--- src/dlmstv_pkg.sv ---
package dlmstv_pkg;

	localparam int unsigned ByteW   = 8;
	localparam int unsigned ValueW  = 64;
	localparam int unsigned StatusW = 2;
	localparam int unsigned LenW    = 4;

	localparam logic [ByteW-1:0] HeaderSkipRst = 8'd12;
	localparam logic             SignedModeRst = 1'b0;

	localparam logic [ByteW-1:0] TAG_INT8   = 8'd15;
	localparam logic [ByteW-1:0] TAG_INT16  = 8'd16;
	localparam logic [ByteW-1:0] TAG_INT32  = 8'd5;
	localparam logic [ByteW-1:0] TAG_INT64  = 8'd20;
	localparam logic [ByteW-1:0] TAG_UINT8  = 8'd17;
	localparam logic [ByteW-1:0] TAG_ENUM   = 8'd22;
	localparam logic [ByteW-1:0] TAG_UINT16 = 8'd18;
	localparam logic [ByteW-1:0] TAG_UINT32 = 8'd6;
	localparam logic [ByteW-1:0] TAG_UINT64 = 8'd21;

	typedef enum logic [StatusW-1:0] {
		STAT_OK        = 2'd0,
		STAT_ACCESS    = 2'd1,
		STAT_BAD_TAG   = 2'd2
	} status_t;

	typedef enum logic [4:0] {
		PH_IDLE   = 5'b00001,
		PH_HEADER = 5'b00010,
		PH_TAG    = 5'b00100,
		PH_VALUE  = 5'b01000,
		PH_DONE   = 5'b10000
	} phase_t;

	typedef enum logic {
		REG_HEADER_SKIP = 1'b0,
		REG_SIGNED_MODE = 1'b1
	} reg_idx_t;

	typedef struct packed {
		logic [ByteW-1:0] header_skip;
		logic             signed_mode;
	} cfg_t;

	typedef struct packed {
		logic              valid;
		logic [ValueW-1:0] value_bits;
		status_t           status;
		logic [ByteW-1:0]  detail;
	} result_t;

	// value length in bytes, zero when the tag is rejected
	function automatic logic [LenW-1:0] tag_length(input logic [ByteW-1:0] tag,
		input logic sgn);
		logic [LenW-1:0] len;
		len = '0;
		unique case (tag)
			TAG_UINT8, TAG_ENUM: len = 4'd1;
			TAG_UINT16:          len = 4'd2;
			TAG_UINT32:          len = 4'd4;
			TAG_UINT64:          len = 4'd8;
			TAG_INT8:            len = sgn ? 4'd1 : 4'd0;
			TAG_INT16:           len = sgn ? 4'd2 : 4'd0;
			TAG_INT32:           len = sgn ? 4'd4 : 4'd0;
			TAG_INT64:           len = sgn ? 4'd8 : 4'd0;
			default:             len = 4'd0;
		endcase
		return len;
	endfunction

	function automatic logic [ValueW-1:0] extend(input logic [ValueW-1:0] v,
		input logic [ByteW-1:0] tag);
		logic [ValueW-1:0] r;
		r = v;
		unique case (tag)
			TAG_INT8:  r = {{56{v[7]}}, v[7:0]};
			TAG_INT16: r = {{48{v[15]}}, v[15:0]};
			TAG_INT32: r = {{32{v[31]}}, v[31:0]};
			default:   r = v;
		endcase
		return r;
	endfunction

endpackage

--- src/dlmstv_regs.sv ---
module dlmstv_regs (
	input  logic                         clk,
	input  logic                         arst_n,
	input  logic                         psel,
	input  logic                         penable,
	input  logic                         pwrite,
	input  logic [2:0]                   paddr,
	input  logic [31:0]                  pwdata,
	output logic [31:0]                  prdata,
	output logic                         pready,
	output dlmstv_pkg::cfg_t             cfg
);

	logic [dlmstv_pkg::ByteW-1:0] header_skip_q;
	logic                         signed_mode_q;
	logic                         wr_en;
	dlmstv_pkg::reg_idx_t         idx;

	assign pready = 1'b1;
	assign wr_en  = psel && penable && pwrite && pready;
	assign idx    = dlmstv_pkg::reg_idx_t'(paddr[2]);

	always_ff @(posedge clk or negedge arst_n) begin
		if (!arst_n) begin
			header_skip_q <= dlmstv_pkg::HeaderSkipRst;
			signed_mode_q <= dlmstv_pkg::SignedModeRst;
		end else if (wr_en) begin
			unique case (idx)
				dlmstv_pkg::REG_HEADER_SKIP: header_skip_q <= pwdata[7:0];
				dlmstv_pkg::REG_SIGNED_MODE: signed_mode_q <= pwdata[0];
				default: ;
			endcase
		end
	end

	always_comb begin
		prdata = '0;
		unique case (idx)
			dlmstv_pkg::REG_HEADER_SKIP: prdata = {24'd0, header_skip_q};
			dlmstv_pkg::REG_SIGNED_MODE: prdata = {31'd0, signed_mode_q};
			default: prdata = '0;
		endcase
	end

	assign cfg.header_skip = header_skip_q;
	assign cfg.signed_mode = signed_mode_q;

endmodule

--- src/dlmstv_parser.sv ---
module dlmstv_parser (
	input  logic                         clk,
	input  logic                         arst_n,
	input  logic                         step,
	input  logic [dlmstv_pkg::ByteW-1:0] rx_byte,
	input  logic                         frame_start,
	input  dlmstv_pkg::cfg_t             cfg,
	output dlmstv_pkg::result_t          res
);

	dlmstv_pkg::phase_t                phase_q, phase_d, phase_e;
	logic [dlmstv_pkg::ByteW-1:0]      cnt_q, cnt_d, cnt_e;
	logic [dlmstv_pkg::LenW-1:0]       left_q, left_d, left_e, left_m1, len;
	logic [dlmstv_pkg::ByteW-1:0]      tag_q, tag_d;
	logic [dlmstv_pkg::ValueW-1:0]     acc_q, acc_d, acc_e, acc_sh;

	always_comb begin
		phase_e = frame_start ? dlmstv_pkg::PH_HEADER : phase_q;
		cnt_e   = frame_start ? '0 : cnt_q;
		left_e  = frame_start ? '0 : left_q;
		acc_e   = frame_start ? '0 : acc_q;
		len     = dlmstv_pkg::tag_length(rx_byte, cfg.signed_mode);
		acc_sh  = {acc_e[dlmstv_pkg::ValueW-dlmstv_pkg::ByteW-1:0], rx_byte};
		left_m1 = left_e - 4'd1;

		phase_d = phase_e;
		cnt_d   = cnt_e;
		left_d  = left_e;
		tag_d   = tag_q;
		acc_d   = acc_e;
		res     = '0;
		res.status = dlmstv_pkg::STAT_OK;

		unique case (phase_e)
			dlmstv_pkg::PH_HEADER: begin
				if (cnt_e < cfg.header_skip) begin
					cnt_d = cnt_e + 8'd1;
				end else if (rx_byte != '0) begin
					res.valid  = 1'b1;
					res.status = dlmstv_pkg::STAT_ACCESS;
					res.detail = rx_byte;
					phase_d    = dlmstv_pkg::PH_DONE;
				end else begin
					phase_d = dlmstv_pkg::PH_TAG;
				end
			end
			dlmstv_pkg::PH_TAG: begin
				tag_d = rx_byte;
				if (len == '0) begin
					res.valid  = 1'b1;
					res.status = dlmstv_pkg::STAT_BAD_TAG;
					res.detail = rx_byte;
					phase_d    = dlmstv_pkg::PH_DONE;
				end else begin
					left_d  = len;
					acc_d   = '0;
					phase_d = dlmstv_pkg::PH_VALUE;
				end
			end
			dlmstv_pkg::PH_VALUE: begin
				acc_d  = acc_sh;
				left_d = left_m1;
				if (left_m1 == '0) begin
					res.valid      = 1'b1;
					res.value_bits = dlmstv_pkg::extend(acc_sh, tag_q);
					res.status     = dlmstv_pkg::STAT_OK;
					res.detail     = tag_q;
					phase_d        = dlmstv_pkg::PH_DONE;
				end
			end
			default: ;
		endcase
	end

	always_ff @(posedge clk or negedge arst_n) begin
		if (!arst_n) begin
			phase_q <= dlmstv_pkg::PH_IDLE;
			cnt_q   <= '0;
			left_q  <= '0;
			tag_q   <= '0;
			acc_q   <= '0;
		end else if (step) begin
			phase_q <= phase_d;
			cnt_q   <= cnt_d;
			left_q  <= left_d;
			tag_q   <= tag_d;
			acc_q   <= acc_d;
		end
	end

endmodule

--- src/dlms_typed_value_decoder_unit.sv ---
// Throughput: one byte per cycle unless a held output result stalls the input;
// the parse state updates once per byte in a single stage between the input
// register and the result register.
// Reset (arst_n low, asynchronous): parser idle until a frame start,
// header_skip = 12, signed_mode = 0, both pipeline registers empty.
module dlms_typed_value_decoder_unit (
	input  logic        clk,
	input  logic        arst_n,
	input  logic        s_axis_tvalid,
	output logic        s_axis_tready,
	input  logic [7:0]  s_axis_tdata,   // [7:0] rx_byte
	input  logic        s_axis_tuser,   // [0] frame_start
	output logic        m_axis_tvalid,
	input  logic        m_axis_tready,
	output logic [71:0] m_axis_tdata,   // [63:0] value_bits, [71:64] detail
	output logic [1:0]  m_axis_tuser,   // [1:0] status
	input  logic        psel,
	input  logic        penable,
	input  logic        pwrite,
	input  logic [2:0]  paddr,
	input  logic [31:0] pwdata,
	output logic [31:0] prdata,
	output logic        pready
);

	dlmstv_pkg::cfg_t             cfg;
	dlmstv_pkg::result_t          res;
	logic                         vld_s1, start_s1, adv;
	logic [dlmstv_pkg::ByteW-1:0] byte_s1;
	logic                         vld_s2;
	logic [71:0]                  data_s2;
	logic [1:0]                   user_s2;

	dlmstv_regs u_regs (
		.clk     (clk),
		.arst_n  (arst_n),
		.psel    (psel),
		.penable (penable),
		.pwrite  (pwrite),
		.paddr   (paddr),
		.pwdata  (pwdata),
		.prdata  (prdata),
		.pready  (pready),
		.cfg     (cfg)
	);

	assign adv           = vld_s1 && (!vld_s2 || m_axis_tready);
	assign s_axis_tready = !vld_s1 || adv;

	always_ff @(posedge clk or negedge arst_n) begin
		if (!arst_n) begin
			vld_s1 <= 1'b0;
		end else if (s_axis_tready) begin
			vld_s1 <= s_axis_tvalid;
		end
	end

	always_ff @(posedge clk) begin
		if (s_axis_tvalid && s_axis_tready) begin
			byte_s1  <= s_axis_tdata;
			start_s1 <= s_axis_tuser;
		end
	end

	dlmstv_parser u_parser (
		.clk         (clk),
		.arst_n      (arst_n),
		.step        (adv),
		.rx_byte     (byte_s1),
		.frame_start (start_s1),
		.cfg         (cfg),
		.res         (res)
	);

	always_ff @(posedge clk or negedge arst_n) begin
		if (!arst_n) begin
			vld_s2 <= 1'b0;
		end else if (adv && res.valid) begin
			vld_s2 <= 1'b1;
		end else if (m_axis_tready) begin
			vld_s2 <= 1'b0;
		end
	end

	always_ff @(posedge clk) begin
		if (adv && res.valid) begin
			data_s2 <= {res.detail, res.value_bits};
			user_s2 <= res.status;
		end
	end

	assign m_axis_tvalid = vld_s2;
	assign m_axis_tdata  = data_s2;
	assign m_axis_tuser  = user_s2;

endmodule

--- config.mk ---
export PLATFORM = sky130hd
export DESIGN_NAME = dlms_typed_value_decoder_unit
export DESIGN_NICKNAME = d
export VERILOG_FILES = /design/src/dlmstv_pkg.sv /design/src/dlmstv_regs.sv /design/src/dlmstv_parser.sv /design/src/dlms_typed_value_decoder_unit.sv
export SDC_FILE = /design/constraint.sdc
export NUM_CORES = 1
export LEC_CHECK = 0
export BUFFER_PORTS_ARGS = -buffer_cell sky130_fd_sc_hd__buf_4
export CAP_MARGIN = 20
export CORE_AREA = 3 3 119 121
export DETAILED_ROUTE_END_ITERATION = 16
export DIE_AREA = 0 0 122 124
export PLACE_DENSITY_LB_ADDON = 0.2
export SYNTH_ARGS = -nofsm -noshare
export SYNTH_HDL_FRONTEND = slang
export SYNTH_SLANG_ARGS = --single-unit
export TNS_END_PERCENT = 100
--- constraint.sdc ---
create_clock -name clk -period 13.75 [get_ports clk]
set_clock_uncertainty 0.05 [all_clocks]
set_input_delay 0.6875 -clock clk [delete_from_list [all_inputs] [get_ports clk]]
set_output_delay 0.6875 -clock clk [all_outputs]
set_load 0.05 [all_outputs]
**Word level (Yosys, flattened, before mapping)**

Cells that the tools add are included.

- Flip-flop bits (word level): 183
- Bits of input ports: 51
- Output and inout bits: 109

- Add/subtract/negate cells: 2
- Order comparisons: 1
- Eq/ne operators: 15
- Multiplexer cells: 33
- Bitwise operators: 1
- Reduce and logical (&&, ||, !) cells: 18

Operators by type and width:

| operator | number |
|---|---|
| $pmux 64 s3 | 1 |
| $mux 64 | 2 |
| $pmux 64 s2 | 1 |
| $mux 75 | 1 |
| $pmux 32 s2 | 1 |
| $eq 8x5->1 const B | 7 |
| $pmux 4 s8 | 1 |
| $pmux 10 s3 | 1 |
| $mux 5 | 5 |
| $eq 8x3->1 const B | 3 |
| $mux 8 | 3 |
| $mux 10 | 2 |
| $eq 8x4->1 const B | 2 |
| $pmux 5 s3 | 1 |
| $mux 4 | 3 |
| $mux 9 | 1 |
| $add 8x1->8 const B | 1 |
| $logic_not 4->1 | 2 |
| $lt 8x8->1 | 1 |
| $pmux 4 s2 | 1 |
| $reduce_and 2->1 | 4 |
| $reduce_bool 8->1 | 1 |
| $mux 1 | 6 |
| $eq 5x2->1 const B | 1 |
| other kinds (12) | 18 |

**Logic depth before layout (Yosys ltp)**

- Depth in word-level cells: 8
- Gate-level depth with buffers: 12
- Gate-level depth less buffers: 8

**Hierarchy**

Synthesis repeated with hierarchy kept, for this count alone.

- Cell total of the unflattened synthesis: 631
- Area, all modules: 7791.2 µm²

By module, submodules not included:

| module | times used | cells each | area each (µm²) | sequential area each (µm²) |
|---|---|---|---|---|
| dlmstv_parser | 1 | 481 | 4533.1 | 2028.2 |
| dlms_typed_value_decoder_unit | 1 | 93 | 2601.2 | 2542.4 |
| dlmstv_regs | 1 | 57 | 656.9 | 227.7 |

**Worst setup path after synthesis**

OpenSTA, ideal clock, no wires.

- Path kind: reg2reg
- From: register start_s1
- To: register vld_s2 (netlist: m_axis_tvalid)
- Data arrival time: 8.290 ns
- Required time: 13.597 ns
- Slack: 5.307 ns
- Cell stages (with the launch flop): 11
- Path buffers: 3
- Period minus slack after synthesis: 8.443 ns
- Cell sequence: edfxtp_1 buf_2 clkbuf_1 clkbuf_1 nor2b_1 ha_1 o2111ai_1 a31oi_1 o21ai_1 a311oi_1 or2_2

- Cells in the longest elaborated chain, start to end: 7
- Elaborated cells between the ends (all ways): 15

Ends and longest elaborated chain:

| what | line | text |
|---|---|---|
| start: declaration | dlms_typed_value_decoder_unit.sv:28 | `logic vld_s1, start_s1, adv;` |
| start signal: assignment | dlms_typed_value_decoder_unit.sv:61 | `start_s1 <= s_axis_tuser;` |
| $mux 4 | dlmstv_parser.sv:20 | `left_e = frame_start ? '0 : left_q;` |
| $sub 4x1->4 | dlmstv_parser.sv:24 | `left_m1 = left_e - 4'd1;` |
| $logic_not 4->1 | dlmstv_parser.sv:63 | `if (left_m1 == '0) begin` |
| $mux 75 | dlmstv_parser.sv:63 |  |
| $pmux 1 s3 (*) | dlmstv_parser.sv:34 | `unique case (phase_e)` |
| $logic_and 1x1->1 (*) | dlms_typed_value_decoder_unit.sv:78 | `end else if (adv && res.valid) begin` |
| $mux 1 or $reduce_bool 2->1 (tied branches) | - |  |
| end signal: assignment | dlms_typed_value_decoder_unit.sv:77 | `vld_s2 <= 1'b0;` |
| end signal: assignment | dlms_typed_value_decoder_unit.sv:79 | `vld_s2 <= 1'b1;` |
| end signal: assignment | dlms_typed_value_decoder_unit.sv:81 | `vld_s2 <= 1'b0;` |
| end: declaration | dlms_typed_value_decoder_unit.sv:30 | `logic vld_s2;` |

Mark *: on every way between the ends. The rest lies on a longest branch, timed or not.
A chain may end at the register's enable or synchronous reset.

**Worst setup path after layout**

- From: register start_s1
- To: register data_s2[20] (netlist: m_axis_tdata[20]) (enable)

- Cells in the longest elaborated chain, start to end: 6
- Elaborated cells between the ends (all ways): 13

Ends and longest elaborated chain:

| what | line | text |
|---|---|---|
| $mux 4 | dlmstv_parser.sv:20 |  |
| $sub 4x1->4 | dlmstv_parser.sv:24 |  |
| $logic_not 4->1 | dlmstv_parser.sv:63 |  |
| $mux 75 | dlmstv_parser.sv:63 |  |
| $pmux 1 s3 (*) | dlmstv_parser.sv:34 |  |
| $logic_and 1x1->1 (*) | dlms_typed_value_decoder_unit.sv:86 | `if (adv && res.valid) begin` |
| end signal: assignment | dlms_typed_value_decoder_unit.sv:87 | `data_s2 <= {res.detail, res.value_bits};` |
| end: declaration | dlms_typed_value_decoder_unit.sv:31 | `logic [71:0] data_s2;` |

Marked as above.

==> metrics.cfg <==
[final_layout]
n_fill_cell = 954
stdcell_count = 915
area_growth_pct = 18.78
nets = 787
multi_input_area_um2 = 2580
drive_above_1_share_pct = 24.22
diodes = 0
regArea_um2 = 4798
utilization_pct = 69.23

[power]
p_sw_share_pct = 24.95
power.density_nw_per_um2 = 131.2
leakagePower_nw = 3.886
combPwrFrac_pct = 11.0
max-vdd-ir-drop_mv = 0.07982
pwr-share-clk_pct = 40.4
p_sw_mw = 0.2989
seqPwrFrac_pct = 48.6
internal_power_mw = 0.8994
totalPowerFinal_mw = 1.198

[die]
start_util_pct = 58.28
rows = 42
dieHeight_um = 124
dieArea_um2 = 15130
pin_count = 160
placeableCoreArea_um2 = 13190
dieWidth_um = 122

[route]
routed-via-count = 5257
wl_per_cell_um = 18.11
drt_iter0_markers = 441
firstDrtPassIters = 6
via_per_inst = 5.745
routed_wl_um = 16570
final_antenna_net_count = 0
drc = 0

[timing]
fin_tns_setup_ps = 0
fmax_mhz = 280.5
maxSlewHeadroom_pct = 36.79
finalMaxSlewViolations = 0
hold_viol_final = 0
postLayoutSetupSlackWorst_ps = 10180
setup_viol_count_final = 0
fin_crit_ps = 3565
rsz0062_at_grt = false
fin_crit_sh_pct = 25.93
worst_pin_slew_ps = 946.2

[logic_synthesis]
synth-edff-count = 83
synth_seq_cells = 175
ys.flop_type = dfrtp_1
yosys_warnings = 0
yosysSeqAreaShare_pct = 62.42
async_flop_share_pct = 52.57
synth.distinct_cells = 55
syn_inst = 634
synth_area_um2 = 7687
synth_area_per_cell_um2 = 12.13

[clocking]
root_buffer = clkbuf_16
cts_buffers = 17
htree_levels = 4
clkTransAtPathRegs_ps = 60
cts_hold_buf = 0
clkSinkCount = 175
cts_setup_buffers = 0
ctsResizeCount = 0
insertion_delay_ps = 420
clockBufferDepth = 2
cts_tree = done

[worst_setup_path]
cp-startpoint = start_s1$_DFFE_PP_
critical_path.max_fanout = 71
crit_type = flop to flop
ff2ff_path_depth = 8
cp.required_ps = 13740
end_kind = flop
worstReg2RegStart = start_s1$_DFFE_PP_
critPathArrivalTime_ps = 3560
startpoint_type = flop
worstSetupEndpoint = m_axis_tdata[20]$_SDFFCE_PN0P_
r2r_end = m_axis_tdata[20]$_SDFFCE_PN0P_
r2r_slack_ps = 10180

[place]
gp_congestion = 0.8330
dp.cells = 883
placement.io_buffers = 108
hpwl_um = 11330
pre_cts_ws_ps = 10190

[min_path]
hp-class = input pin to asynchronous set/reset pin

[global_routing]
antenna_found_initial = 0
grt_pass1_wl_um = 26680
overflow = 0
grt_max_degree = 76
grt_pass1_vias = 5109
grt_util_all_layers_pct = 23.12

[run_status]
status = completed

[job]
maxCapViolations = 0

through the flow:
stage / hold slack [ps] / cell area, um^2
after detailed placement: 443.4 / 8526
after global placement: 439.0 / 8526
after CTS: 62.67 / 9131
after floorplan: 341.9 / 7774
after global routing: 67.79 / 9131
final: 77.08 / 9131
power by group through the flow:
stage / combinational [mW] / sequential (mW) / clock (mW)
detailed placement: 0.132 / 0.592 / 0
floorplan: 0.0920 / 0.598 / 0
CTS: 0.133 / 0.582 / 0.492
finish: 0.132 / 0.582 / 0.484
global placement: 0.128 / 0.591 / 0
global route: 0.144 / 0.584 / 0.515
layout make-up:
class                           count  area share, %
Clock buffer                       24          5.508
Clock inverter                      8          1.124
Inverter                           13         0.5344
Multi-Input combinational cell    402          28.25
Sequential cell                   175          52.55
Tap cell                          176          2.412
Timing Repair Buffer              117          9.619
how the worst min path moves through the flow:
stage | startpoint | slack [ps] | to | cells after the start
after floorplan | arst_n | 340 | m_axis_tvalid$_DFFE_PN0P_ | 0
after global placement | u_regs.header_skip_q[1]$_DFFE_PN0P_ | 440 | u_regs.header_skip_q[1]$_DFFE_PN0P_ | 1
after detailed placement | u_regs.header_skip_q[0]$_DFFE_PN0P_ | 440 | u_regs.header_skip_q[0]$_DFFE_PN0P_ | 1
after CTS | arst_n | 60 | u_parser.left_q[3]$_DFFE_PN0P_ | 1
after global routing | arst_n | 70 | u_parser.left_q[3]$_DFFE_PN0P_ | 1
final | arst_n | 80 | u_parser.left_q[3]$_DFFE_PN0P_ | 1
synthesized netlist by cell type, types with 5 or more instances:
master | n | area share (%)
xor2_1 | 8 | 0.91
nor2b_1 | 13 | 1.1
nor2_1 | 38 | 1.9
dfrtp_1 | 89 | 29
nand2_1 | 61 | 3.0
clkbuf_1 | 21 | 1.0
and2_1 | 10 | 0.81
edfxtp_1 | 83 | 32
nand3_1 | 13 | 0.85
nand4_1 | 5 | 0.41
ha_1 | 10 | 1.6
o21ai_0 | 12 | 0.78
nand2b_1 | 7 | 0.57
a22o_1 | 68 | 7.7
mux2_2 | 17 | 2.5
a21oi_1 | 62 | 4.0
and3_1 | 8 | 0.65
buf_4 | 25 | 2.4
buf_2 | 15 | 0.98
inv_1 | 13 | 0.63
cells by family (layout without fill, tap and decap cells):
group	after synthesis	count (layout)	synth area share [%]
buffers and inverters	80	162	5.583
other	2	25	0.09769
adder cells (fa/ha/maj)	10	10	1.628
flip-flops	175	175	62.42
XOR/XNOR	10	10	1.139
AO/OA/AOI/OAI	165	165	15.14
multiplexers	18	18	2.620
AND/OR/NAND/NOR	174	174	11.38
layer usage:
layer  track usage [%]  part of all wire, %  vias to the layer above
li1                  -                    -                     2441
met1             29.19                   41                     2618
met2             39.02                   52                      172
met3             4.587                  4.7                       26
met4             10.29                  2.7                        0
met5                 0                    0                        -
cells in the final DEF (no fill, tap or decap), types with 2 or more instances in the layout:
master / count
dfstp_2: 3
clkbuf_1: 3
buf_4: 117
a21o_1: 2
ha_1: 10
o22a_1: 2
bufinv_16: 2
nor2b_1: 13
and2_1: 10
nand3_1: 13
nor2_1: 36
xor2_1: 8
nand3b_1: 4
nor3_1: 3
xnor2_1: 2
nand2b_1: 7
conb_1: 25
a31oi_1: 2
a22o_1: 68
clkinvlp_4: 2
a21oi_1: 62
o21ai_0: 12
clkbuf_16: 18
nand2_1: 61
inv_1: 13
nand4b_1: 2
a211oi_1: 2
nand4_1: 5
and3_1: 8
edfxtp_1: 83
dfrtp_1: 89
clkinv_2: 2
o32ai_1: 4
clkbuf_8: 3
mux2_2: 17
sequential cells by signal (all words and copies together), names as in the netlist:
| signal | cells |
|---|---|
| u_regs.signed_mode_q | 1 |
| start_s1 | 1 |
| u_parser.cnt_q | 8 |
| u_regs.header_skip_q | 8 |
| m_axis_tuser | 2 |
| u_parser.left_q | 4 |
| vld_s1 | 1 |
| u_parser.acc_q | 56 |
| byte_s1 | 8 |
| u_parser.tag_q | 8 |
| u_parser.phase_q | 5 |
| m_axis_tdata | 72 |
| m_axis_tvalid | 1 |
worst max-delay path, cell delays in order, from the launching register on:
cell and delay (ps):
edfxtp_1 330, buf_4 330, nor2b_1 150, ha_1 320, o2111ai_1 110, a31oi_1 350
o21ai_1 200, a311oi_4 500, buf_4 730
No activity file was read; power rests on OpenSTA's default activity.
